$ cat src/design/dtf_pkg.sv
// Shared types, constants and the fraction weight table for the decimal text converter.
`default_nettype none

package dtf_pkg;

    localparam int FRAC_BITS       = 24;
    localparam int MAX_FRAC_DIGITS = 8;

    localparam int CH_W     = 8;
    localparam int VALUE_W  = 64;
    localparam int MAG_W    = 63;
    localparam int COUNT_W  = 4;
    localparam int DIGIT_W  = 4;
    localparam int WEIGHT_W = FRAC_BITS + 1;
    localparam int PROD_W   = MAG_W + 5;

    localparam logic [MAG_W-1:0] MAG_MAX = {MAG_W{1'b1}};

    localparam logic [CH_W-1:0] CH_TAB   = 8'd9;
    localparam logic [CH_W-1:0] CH_LF    = 8'd10;
    localparam logic [CH_W-1:0] CH_VT    = 8'd11;
    localparam logic [CH_W-1:0] CH_FF    = 8'd12;
    localparam logic [CH_W-1:0] CH_CR    = 8'd13;
    localparam logic [CH_W-1:0] CH_SPACE = 8'd32;
    localparam logic [CH_W-1:0] CH_PLUS  = 8'd43;
    localparam logic [CH_W-1:0] CH_MINUS = 8'd45;
    localparam logic [CH_W-1:0] CH_POINT = 8'd46;
    localparam logic [CH_W-1:0] CH_ZERO  = 8'd48;
    localparam logic [CH_W-1:0] CH_NINE  = 8'd57;

    localparam longint unsigned ONE = 64'd1 << FRAC_BITS;

    // Entry k-1 is 2^FRAC_BITS / 10^k rounded half up, k = 1..12; others are zero.
    localparam logic [WEIGHT_W-1:0] FRAC_WEIGHT [16] = '{
        WEIGHT_W'((ONE + 64'd5) / 64'd10),
        WEIGHT_W'((ONE + 64'd50) / 64'd100),
        WEIGHT_W'((ONE + 64'd500) / 64'd1000),
        WEIGHT_W'((ONE + 64'd5000) / 64'd10000),
        WEIGHT_W'((ONE + 64'd50000) / 64'd100000),
        WEIGHT_W'((ONE + 64'd500000) / 64'd1000000),
        WEIGHT_W'((ONE + 64'd5000000) / 64'd10000000),
        WEIGHT_W'((ONE + 64'd50000000) / 64'd100000000),
        WEIGHT_W'((ONE + 64'd500000000) / 64'd1000000000),
        WEIGHT_W'((ONE + 64'd5000000000) / 64'd10000000000),
        WEIGHT_W'((ONE + 64'd50000000000) / 64'd100000000000),
        WEIGHT_W'((ONE + 64'd500000000000) / 64'd1000000000000),
        WEIGHT_W'(0),
        WEIGHT_W'(0),
        WEIGHT_W'(0),
        WEIGHT_W'(0)
    };

    typedef enum logic [1:0] {
        PH_SKIP,
        PH_INT,
        PH_FRAC,
        PH_DONE
    } phase_t;

    typedef struct packed {
        logic [VALUE_W-1:0] value;
        logic               saturated;
    } result_t;

endpackage

`default_nettype wire

$ cat src/design/dtf_parse.sv
// Character parser and fixed-point accumulator, one character per cycle while beat is high.
`default_nettype none

module dtf_parse (
    input  wire logic                  clk,
    input  wire logic                  rst_n,
    input  wire logic                  beat,
    input  wire logic [7:0]            ch,
    input  wire logic                  last,
    output logic                       result_valid,
    output dtf_pkg::result_t           result
);
    import dtf_pkg::*;

    phase_t                   phase_reg, phase_next;
    logic                     negative_reg, negative_next;
    logic [MAG_W-1:0]         magnitude_reg, magnitude_next;
    logic [COUNT_W-1:0]       count_reg, count_next;
    logic                     overflowed_reg, overflowed_next;

    logic                     is_blank;
    logic                     is_digit;
    logic                     is_sign;
    logic [DIGIT_W-1:0]       digit;
    logic [PROD_W-1:0]        int_sum;
    logic                     int_over;
    logic [WEIGHT_W+DIGIT_W-1:0] addend;
    logic [VALUE_W-1:0]       frac_sum;
    logic                     frac_over;
    logic                     int_position;
    logic                     fin_negative;
    logic [MAG_W-1:0]         fin_magnitude;
    logic                     fin_overflowed;
    phase_t                   fin_phase;
    logic [COUNT_W-1:0]       fin_count;

    assign is_blank = (ch == CH_TAB) || (ch == CH_LF) || (ch == CH_VT) ||
                      (ch == CH_FF) || (ch == CH_CR) || (ch == CH_SPACE);
    assign is_digit = (ch >= CH_ZERO) && (ch <= CH_NINE);
    assign is_sign  = (ch == CH_PLUS) || (ch == CH_MINUS);
    assign digit    = DIGIT_W'(ch - CH_ZERO);

    // Integer overflow is exactly 10 times magnitude plus digit << FRAC_BITS above the maximum.
    assign int_sum  = (PROD_W'(magnitude_reg) << 3) + (PROD_W'(magnitude_reg) << 1)
                      + (PROD_W'(digit) << FRAC_BITS);
    assign int_over = |int_sum[PROD_W-1:MAG_W];

    assign addend    = (WEIGHT_W+DIGIT_W)'(digit) * FRAC_WEIGHT[count_reg];
    assign frac_sum  = VALUE_W'(magnitude_reg) + VALUE_W'(addend);
    assign frac_over = frac_sum[VALUE_W-1];

    assign int_position = (phase_reg == PH_INT) ||
                          ((phase_reg == PH_SKIP) && !is_blank && !is_sign);

    always_comb
    begin
        fin_phase      = phase_reg;
        fin_negative   = negative_reg;
        fin_magnitude  = magnitude_reg;
        fin_count      = count_reg;
        fin_overflowed = overflowed_reg;

        if ((phase_reg == PH_SKIP) && is_sign)
        begin
            fin_negative = (ch == CH_MINUS);
            fin_phase    = PH_INT;
        end
        else if (int_position)
        begin
            priority if (is_digit)
            begin
                fin_phase = PH_INT;
                if (int_over)
                begin
                    fin_magnitude  = MAG_MAX;
                    fin_overflowed = 1'b1;
                end
                else
                begin
                    fin_magnitude = int_sum[MAG_W-1:0];
                end
            end
            else if (ch == CH_POINT)
            begin
                fin_phase = PH_FRAC;
            end
            else if (!is_blank)
            begin
                fin_phase = PH_DONE;
            end
            else
            begin
                fin_phase = PH_DONE;
            end
        end
        else if (phase_reg == PH_FRAC)
        begin
            if (!is_digit)
            begin
                fin_phase = PH_DONE;
            end
            else if (count_reg < COUNT_W'(MAX_FRAC_DIGITS))
            begin
                fin_count = count_reg + 1'b1;
                if (frac_over)
                begin
                    fin_magnitude  = MAG_MAX;
                    fin_overflowed = 1'b1;
                end
                else
                begin
                    fin_magnitude = frac_sum[MAG_W-1:0];
                end
            end
        end
    end

    always_comb
    begin
        phase_next      = phase_reg;
        negative_next   = negative_reg;
        magnitude_next  = magnitude_reg;
        count_next      = count_reg;
        overflowed_next = overflowed_reg;
        if (beat)
        begin
            if (last)
            begin
                phase_next      = PH_SKIP;
                negative_next   = 1'b0;
                magnitude_next  = '0;
                count_next      = '0;
                overflowed_next = 1'b0;
            end
            else
            begin
                phase_next      = fin_phase;
                negative_next   = fin_negative;
                magnitude_next  = fin_magnitude;
                count_next      = fin_count;
                overflowed_next = fin_overflowed;
            end
        end
    end

    always_ff @(posedge clk or negedge rst_n)
    begin
        if (!rst_n)
        begin
            phase_reg      <= PH_SKIP;
            negative_reg   <= 1'b0;
            magnitude_reg  <= '0;
            count_reg      <= '0;
            overflowed_reg <= 1'b0;
        end
        else
        begin
            phase_reg      <= phase_next;
            negative_reg   <= negative_next;
            magnitude_reg  <= magnitude_next;
            count_reg      <= count_next;
            overflowed_reg <= overflowed_next;
        end
    end

    assign result_valid     = beat && last;
    assign result.value     = fin_negative ? (VALUE_W'(0) - VALUE_W'(fin_magnitude))
                                           : VALUE_W'(fin_magnitude);
    assign result.saturated = fin_overflowed;

endmodule

`default_nettype wire

$ cat src/design/dtf_out_buf.sv
// Two-entry result buffer: output register plus skid register.
`default_nettype none

module dtf_out_buf (
    input  wire logic              clk,
    input  wire logic              rst_n,
    input  wire logic              push,
    input  wire dtf_pkg::result_t  push_data,
    output logic                   space,
    output logic                   out_valid,
    input  wire logic              out_ready,
    output dtf_pkg::result_t       out_data
);
    import dtf_pkg::*;

    logic    out_valid_reg, out_valid_next;
    logic    skid_valid_reg, skid_valid_next;
    result_t out_data_reg, out_data_next;
    result_t skid_data_reg, skid_data_next;
    logic    pop;

    assign pop = out_valid_reg && out_ready;

    always_comb
    begin
        out_valid_next  = out_valid_reg;
        skid_valid_next = skid_valid_reg;
        out_data_next   = out_data_reg;
        skid_data_next  = skid_data_reg;
        priority if (skid_valid_reg)
        begin
            if (pop)
            begin
                out_data_next   = skid_data_reg;
                skid_valid_next = 1'b0;
            end
        end
        else if (push)
        begin
            if (!out_valid_reg || pop)
            begin
                out_data_next  = push_data;
                out_valid_next = 1'b1;
            end
            else
            begin
                skid_data_next  = push_data;
                skid_valid_next = 1'b1;
            end
        end
        else if (pop)
        begin
            out_valid_next = 1'b0;
        end
    end

    always_ff @(posedge clk or negedge rst_n)
    begin
        if (!rst_n)
        begin
            out_valid_reg  <= 1'b0;
            skid_valid_reg <= 1'b0;
        end
        else
        begin
            out_valid_reg  <= out_valid_next;
            skid_valid_reg <= skid_valid_next;
        end
    end

    always_ff @(posedge clk)
    begin
        out_data_reg  <= out_data_next;
        skid_data_reg <= skid_data_next;
    end

    assign space     = !skid_valid_reg;
    assign out_valid = out_valid_reg;
    assign out_data  = out_data_reg;

endmodule

`default_nettype wire

$ cat src/design/decimal_text_to_fixed_point.sv
// Top level of the decimal text to signed fixed-point converter.
//
// The slave stream carries one ASCII character per beat in s_axis_tdata, with
// s_axis_tlast set on the final character of a string. Leading white space is
// skipped, an optional sign, integer digits, a point and fraction digits are
// taken, and the first character that does not fit ends the number.
// The master stream carries one beat per string: the signed value with 24
// fraction bits in m_axis_tdata and the saturation flag in m_axis_tuser.
// A character is taken every cycle while s_axis_tready is high. The result of a
// string is formed combinationally from the parser state and the tlast beat
// and registered in the output register, or in the skid register if that is full.
// When the receiver stalls, one further result is held in a skid register and
// characters keep flowing; s_axis_tready drops only while that skid register
// is full, and rises again in the cycle after the receiver takes a beat.
// Reset returns the parser to skipping white space and empties both result
// registers.
`default_nettype none

module decimal_text_to_fixed_point (
    input  wire logic        clk,
    input  wire logic        rst_n,
    input  wire logic        s_axis_tvalid,
    output logic             s_axis_tready,
    input  wire logic [7:0]  s_axis_tdata,   // [7:0] ch
    input  wire logic        s_axis_tlast,
    output logic             m_axis_tvalid,
    input  wire logic        m_axis_tready,
    output logic [63:0]      m_axis_tdata,   // [63:0] value
    output logic             m_axis_tuser    // [0] saturated
);
    import dtf_pkg::*;

    logic    beat;
    logic    result_valid;
    result_t result;
    result_t out_data;
    logic    space;

    assign s_axis_tready = space;
    assign beat          = s_axis_tvalid && space;

    dtf_parse u_parse (
        .clk          (clk),
        .rst_n        (rst_n),
        .beat         (beat),
        .ch           (s_axis_tdata),
        .last         (s_axis_tlast),
        .result_valid (result_valid),
        .result       (result)
    );

    dtf_out_buf u_out_buf (
        .clk       (clk),
        .rst_n     (rst_n),
        .push      (result_valid),
        .push_data (result),
        .space     (space),
        .out_valid (m_axis_tvalid),
        .out_ready (m_axis_tready),
        .out_data  (out_data)
    );

    assign m_axis_tdata = out_data.value;
    assign m_axis_tuser = out_data.saturated;

endmodule

`default_nettype wire

$ cat config.mk
export PLATFORM = sky130hd
export DESIGN_NAME = decimal_text_to_fixed_point
export DESIGN_NICKNAME = d
export VERILOG_FILES = /design/src/design/dtf_pkg.sv /design/src/design/dtf_parse.sv /design/src/design/dtf_out_buf.sv /design/src/design/decimal_text_to_fixed_point.sv
export SDC_FILE = /design/constraint.sdc
export NUM_CORES = 1
export LEC_CHECK = 0
export BUFFER_PORTS_ARGS = -buffer_cell sky130_fd_sc_hd__buf_2
export CORE_MARGIN = 2
export CORE_UTILIZATION = 45
export DETAILED_ROUTE_END_ITERATION = 6
export GPL_ROUTABILITY_DRIVEN = 0
export GPL_TIMING_DRIVEN = 1
export SYNTH_ARGS = -nofsm -noshare
export SYNTH_HDL_FRONTEND = slang
export SYNTH_SLANG_ARGS = --single-unit
$ cat constraint.sdc
create_clock -name clk -period 22.5 [get_ports clk]
set_clock_uncertainty 0.1 [all_clocks]
set_input_delay 0 -clock clk [delete_from_list [all_inputs] [get_ports clk]]
set_output_delay 0 -clock clk [all_outputs]
set_load 0.05 [all_outputs]
==> run metrics, run 1 <==
fin cells 3316; Clock Power Share 14.8%; Post-Syn Nets ~2900; core box area 0.0479 mm^2; Worst setup SP type register; RR Startpoint u_parse.count_reg[3]; root buf cell clkbuf_16; arrival time at the worst endpoint 10.23 ns; Mapped Area 0.0219 mm^2; FF+latch area 0.00573 mm^2; Seq/Total Area, Yosys 26.1%; setup TNS 0 ns; Tcrit/Tclk final 44.7%; P_sw 1410 uW; WL final 83400 um; # rows 80; Yosys Warn Count 0; clk_lat worst skew 0.54 ns; IO Pins 80; Min-Delay Path Class primary input to register; combinational power share 61.9%; maxcap violations 0; Max FO, Critical Path 18; ys flop type edfxtp_1; worst r2r dst u_out_buf.out_data[60]; unrepaired setup endpoints after global routing no; grt ovf 0; layout cells sized above 1 10.8%; Int Pwr roughly 1300 uW; clock buffer depth 3; first-pass GRT wire length 126000 um; die span in x 225 um; Slew Limit Fails 0; f_max 99.5 MHz; FF+latch count, synth 203; Area growth syn-to-layout 8.00%; First-pass DRT Iterations 5; pwr dens 113 mW/mm^2; crit path to u_out_buf.out_data[60]; commonest cells after routing, fill and taps aside nand2_1, nor2_1, a21oi_1; postcts setup bufs 0; total die area 0.0505 mm^2; Peak VDD IR roughly 58 uV; mean routed wirelength per cell approximately 25 um; H-tree depth 1; Initial DRC Count 2254; Lkg Pwr ~0.0095 uW; CTS tree yes; WP data required 22.68 ns; buffers added on ports just under 80; post-route ant nets 0; status complete, no violations; CP Launch Point u_parse.count_reg[3]; Gate Count Post-Synth 2677; DP Cell Count 3269; Yosys cell types 104; largest net degree at the start of global routing 78; Slew @ Worst Pin 1.44 ns; Hold Vio Cnt, Final 0; R2R setup slack 12.45 ns; Mapped Avg Cell Area 8.19 um^2; met3 WL between 7000 and 8000 um; Die H 225 um; number of global-route vias before repair 21363; M1 WL 33400 um; multi-input logic area 0.0152 mm^2; crit path time final 10.05 ns; diode count 0; top layer in use met5; total number of vias 22055; ys async rst share 36.0%; CP Class register to register; CTS clock-pin slew for the worst setup and hold paths 0.07 ns; Max-slew headroom between 4 and 5%; DR DRC count 0; Seq pwr share 23.3%; Sw Ratio 52.7%; Total GRT Usage 32.4%; antenna violations before repair 2; Num CTS Buffers 23; R2R depth 23; hpwl dp 63500 um; starting density of the core between 40% and 50%; Critical Path Sink Type register; wire length on met2 37600 um; fin nets 2866; Fillers approximately 4600; clock sink count 203; EDFF count, synth 130; commonest non-fill, non-tap cell in the layout nand2_1; Vias/cell 6.65; Final setup viols 0
## metal layers
| layer | vias up | global-route usage [%] |
|---|---|---|
| met3 | 264 | 6.07 |
| met1 | 10619 | 41.8 |
| met4 | 2 | 16.4 |
| li1 | 9967 | - |
| met5 | - | 0 |
| met2 | 1203 | 52.2 |
## power groups by stage
| stage | sequential [uW] | clock (uW) | combinational [uW] |
|---|---|---|---|
| 2_1_floorplan | 727 | 0 | 1050 |
| 3_3_place_gp | 623 | 0 | 1590 |
| 3_5_place_dp | 624 | 0 | 1610 |
| 4_1_cts | 617 | 399 | 1620 |
| 5_1_grt | 627 | 412 | 1770 |
| 6_report | 622 | 395 | 1660 |
## cell type report
class / count / area share [%]
Sequential cell: 203 / 24.2
Multi-Input combinational cell: 2202 / 64.0
Timing Repair Buffer: 126 / 3.28
Inverter: 129 / 2.05
Clock inverter: 15 / 0.740
Clock buffer: 26 / 2.48
Tap cell: 615 / 3.25
## how the worst min path moves through the flow
stage / from / endpoint / slack (ns) / depth (start not counted)
floorplan: rst_n / u_out_buf.out_valid / -0.40 / 0
global placement: rst_n / u_parse.magnitude_reg[62] / -0.12 / 1
detailed placement: rst_n / u_parse.magnitude_reg[62] / -0.12 / 1
CTS: s_axis_tvalid / u_parse.magnitude_reg[11] / 0.002 / 5
global route: s_axis_tvalid / u_parse.magnitude_reg[46] / 0.05 / 5
finish: s_axis_tvalid / u_parse.magnitude_reg[11] / 0.02 / 5
## cell families after synthesis
logic type      after synthesis  synth area share (%)
simple gates                988                  23.4
fa+ha+maj                   168                  11.4
xor+xnor                    162                  6.51
mux                          58                  2.93
compound gates              826                  24.6
flops                       203                  26.1
buf+inv                     272                  4.99
## metrics by stage
stage | hold slack [ns] | total power [uW] | cell area (um^2) | utilization, % | worst slack [ns]
5_1_grt | 0.0508 | 2810 | 23700 | 49.4 | 11.78
3_5_place_dp | -0.124 | 2230 | 22800 | 47.6 | 12.83
3_3_place_gp | -0.123 | 2210 | 22800 | 47.6 | 13.00
6_report | 0.0204 | 2670 | 23700 | 49.4 | 12.45
2_1_floorplan | -0.396 | 1780 | 21900 | - | 14.61
4_1_cts | 0.00234 | 2630 | 23700 | 49.4 | 12.79
## worst max-delay path, cell delays in order, from the launching register on
cell and delay (ns):
dfrtp_1 0.52, nor2_1 0.73, nand2_1 0.21, nor2_1 0.44
fa_1 0.52, fa_1 0.59, fa_1 0.43, ha_1 0.26
a2111oi_0 0.49, o211ai_1 0.24, a21bo_2 0.30, o2111ai_1 0.24
o21ai_0 0.12, buf_4 0.22, a21oi_1 1.13, o21ai_0 0.33
a21oi_1 0.23, nand4_1 0.14, o21ba_2 0.28, or4b_1 0.58
nor4_4 0.61, nand4_2 0.39, or4_1 0.49, and3_1 0.17
## timing repair
| item | CTS | global route |
|---|---|---|
| hold buffers | 6 | 0 |
| gates resized for setup | 0 | 0 |
| hold endpoints to repair | 80 | 0 |
## Yosys cell counts, types with 15 or more instances
| cell type | n | area [um^2] |
|---|---|---|
| o31ai_1 | 15 | 113 |
| o21ai_0 | 188 | 941 |
| a22o_1 | 20 | 175 |
| o211ai_1 | 28 | 210 |
| nor2_1 | 239 | 897 |
| inv_1 | 129 | 484 |
| o21a_1 | 33 | 248 |
| xor2_1 | 60 | 526 |
| and4_1 | 24 | 210 |
| nand4_1 | 66 | 413 |
| nor4_1 | 25 | 156 |
| xnor2_1 | 101 | 885 |
| and2_1 | 53 | 332 |
| clkbuf_1 | 100 | 375 |
| a31oi_1 | 59 | 369 |
| a211oi_1 | 25 | 188 |
| and3_1 | 35 | 219 |
| ha_1 | 114 | 1430 |
| buf_2 | 28 | 140 |
| nor3_1 | 68 | 340 |
| o21ai_1 | 25 | 125 |
| fa_1 | 54 | 1080 |
| a21o_1 | 40 | 300 |
| o22ai_1 | 30 | 188 |
| mux2_2 | 49 | 552 |
| nand2b_1 | 18 | 113 |
| a21oi_1 | 204 | 1020 |
| dfrtp_1 | 73 | 1830 |
| edfxtp_1 | 130 | 3900 |
| nand3_1 | 77 | 385 |
| or3_1 | 22 | 138 |
| nand2_1 | 262 | 983 |
No activity file was read; power rests on OpenSTA's default activity.
==> inputs of run 2 (changes only) <==
==> constraint.sdc (replaced) <==
create_clock -name clk -period 10.2 [get_ports clk]
set_clock_uncertainty 0.1 [all_clocks]
set_input_delay 0 -clock clk [delete_from_list [all_inputs] [get_ports clk]]
set_output_delay 0 -clock clk [all_outputs]
set_load 0.05 [all_outputs]
==> run metrics, run 2 (synthesis gave the netlist of run 1 again) <==
antenna violations before repair 0; post-route ant nets 0; Vias/cell 6.61; pwr dens 247 mW/mm^2; Area growth syn-to-layout 8.19%; die span in x 225 um; mean routed wirelength per cell 24.6 um; Total GRT Usage 31.8%; first-pass GRT wire length 124000 um; Fillers approximately 4600; First-pass DRT Iterations 6; Num CTS Buffers 23; WL final 81600 um; hpwl dp roughly 63000 um; Worst setup SP type register; Die H ~220 um; largest net degree at the start of global routing 78; CTS clock-pin slew for the worst setup and hold paths 0.07 ns; Slew @ Worst Pin between 1 and 1.5 ns; fin nets 2874; DR DRC count 0; Tcrit/Tclk final 94.5%; Final setup viols 0; Min-Delay Path Class primary input to register; status complete, no violations; # rows 80; layout cells sized above 1 11.1%; Peak VDD IR 169 uV; clock sink count 203; total die area 0.0505 mm^2; CP Class register to register; number of global-route vias before repair between 20000 and 25000; WP data required about 10 ns; crit path time final 9.64 ns; f_max slightly above 100 MHz; H-tree depth 1; Hold Vio Cnt, Final 0; CTS tree yes; Tot Pwr about 5900 uW; arrival time at the worst endpoint 9.79 ns; unrepaired setup endpoints after global routing no; grt ovf 0; clock buffer depth 3; fin util 49.5%; starting density of the core 45.7%; setup TNS 0 ns; Lkg Pwr 0.00955 uW; diode count 0; Slew Limit Fails 0; commonest non-fill, non-tap cell in the layout nand2_1; Max-slew headroom 30.2%; IO Pins 80; Initial DRC Count between 2000 and 3000; total number of vias 21993; buffers added on ports 79; Max FO, Critical Path 18; clk_lat worst skew 0.55 ns; maxcap violations 0; commonest cells after routing, fill and taps aside nand2_1, nor2_1, a21oi_1; Critical Path Sink Type register; core box area 0.0479 mm^2; root buf cell clkbuf_16
-- run 2: cell types whose count changed in the layout (fill, tap and decap cells not counted) --
cell,previous run,this run
clkinv_4,2,1
clkinv_1,3,4
nor3b_2,3,2
nor3b_4,0,1
clkinv_2,1,3
buf_4,42,50
bufinv_16,3,2
-- run 2: final timing paths --
path                                             start                        end  slack [ns]  cells after the start
worst max-delay path              u_parse.count_reg[3]     u_out_buf.out_data[55]        0.56                     25
worst min-delay path                     s_axis_tvalid  u_parse.magnitude_reg[20]        0.09                      5
worst max register to register    u_parse.count_reg[3]     u_out_buf.out_data[55]        0.56                     25
worst min register to register  u_parse.overflowed_reg     u_parse.overflowed_reg        0.43                      1
max in group asynchronous                        rst_n  u_parse.magnitude_reg[24]        8.89                      4
min in group asynchronous                        rst_n  u_parse.magnitude_reg[62]        0.38                      4
-- run 2: area by class of cell --
type / instances / area (um^2) / area share, %
multi-input cells: 2202 / 15200 / 63.9
repair buffers: 134 / 836 / 3.52
well taps: 615 / 769 / 3.24
inverters: 129 / 484 / 2.04
flip-flops and latches: 203 / 5730 / 24.2
clock buffers: 26 / 587 / 2.47
clock inverters: 16 / 150 / 0.633
-- run 2: critical path: stages (launching register included) --
cell and delay (ns):
dfrtp_1 0.53, nor2_1 0.76, nand2_1 0.20, nor2_1 0.40, fa_1 0.50, fa_1 0.59
fa_1 0.43, ha_1 0.27, a2111oi_0 0.55, o211ai_1 0.18, a21bo_2 0.29, o2111ai_1 0.23
o21a_1 0.52, nand2_1 0.49, o21ai_0 0.37, nand2_1 0.09, o21a_1 0.24, inv_1 0.11
ha_1 0.23, nand2_1 0.09, o31a_1 0.35, nor4_4 0.42, and2_1 0.53, nand4_2 0.35
nor4b_1 0.42, a311oi_1 0.10
-- run 2: what timing repair did --
item                                   4_1_cts  5_1_grt
setup buffers                                0        0
endpoints found under the hold margin       79        0
setup endpoints to repair                    0        4
resized for setup                            0        1
hold buffers                                 6        0
-- run 2: stage by stage --
step,worst slack [ns],cell area [um^2],hold slack [ns],instances
after floorplan,2.31,21900,-0.396,2677
after global placement,1.10,22900,-0.129,3277
after detailed placement,0.877,22900,-0.118,3277
after CTS,0.800,23700,0.0618,3325
after global routing,0.0510,23700,0.112,3325
final,0.557,23700,0.0908,3325
-- run 2: power breakdown --
group	switching, uW	internal, uW
combinational	2490	1160
clock	377	469
sequential	231	1140
total	3100	2770
-- run 2: per-layer routing --
layer | part of all wire, % | track usage (%) | wire (um)
met5 | 0 | 0 | 0
met1 | 41 | 41.8 | 33800
met4 | 6.4 | 17.6 | 5250
met2 | 45 | 50.6 | 36600
met3 | 7.4 | 4.26 | 6050
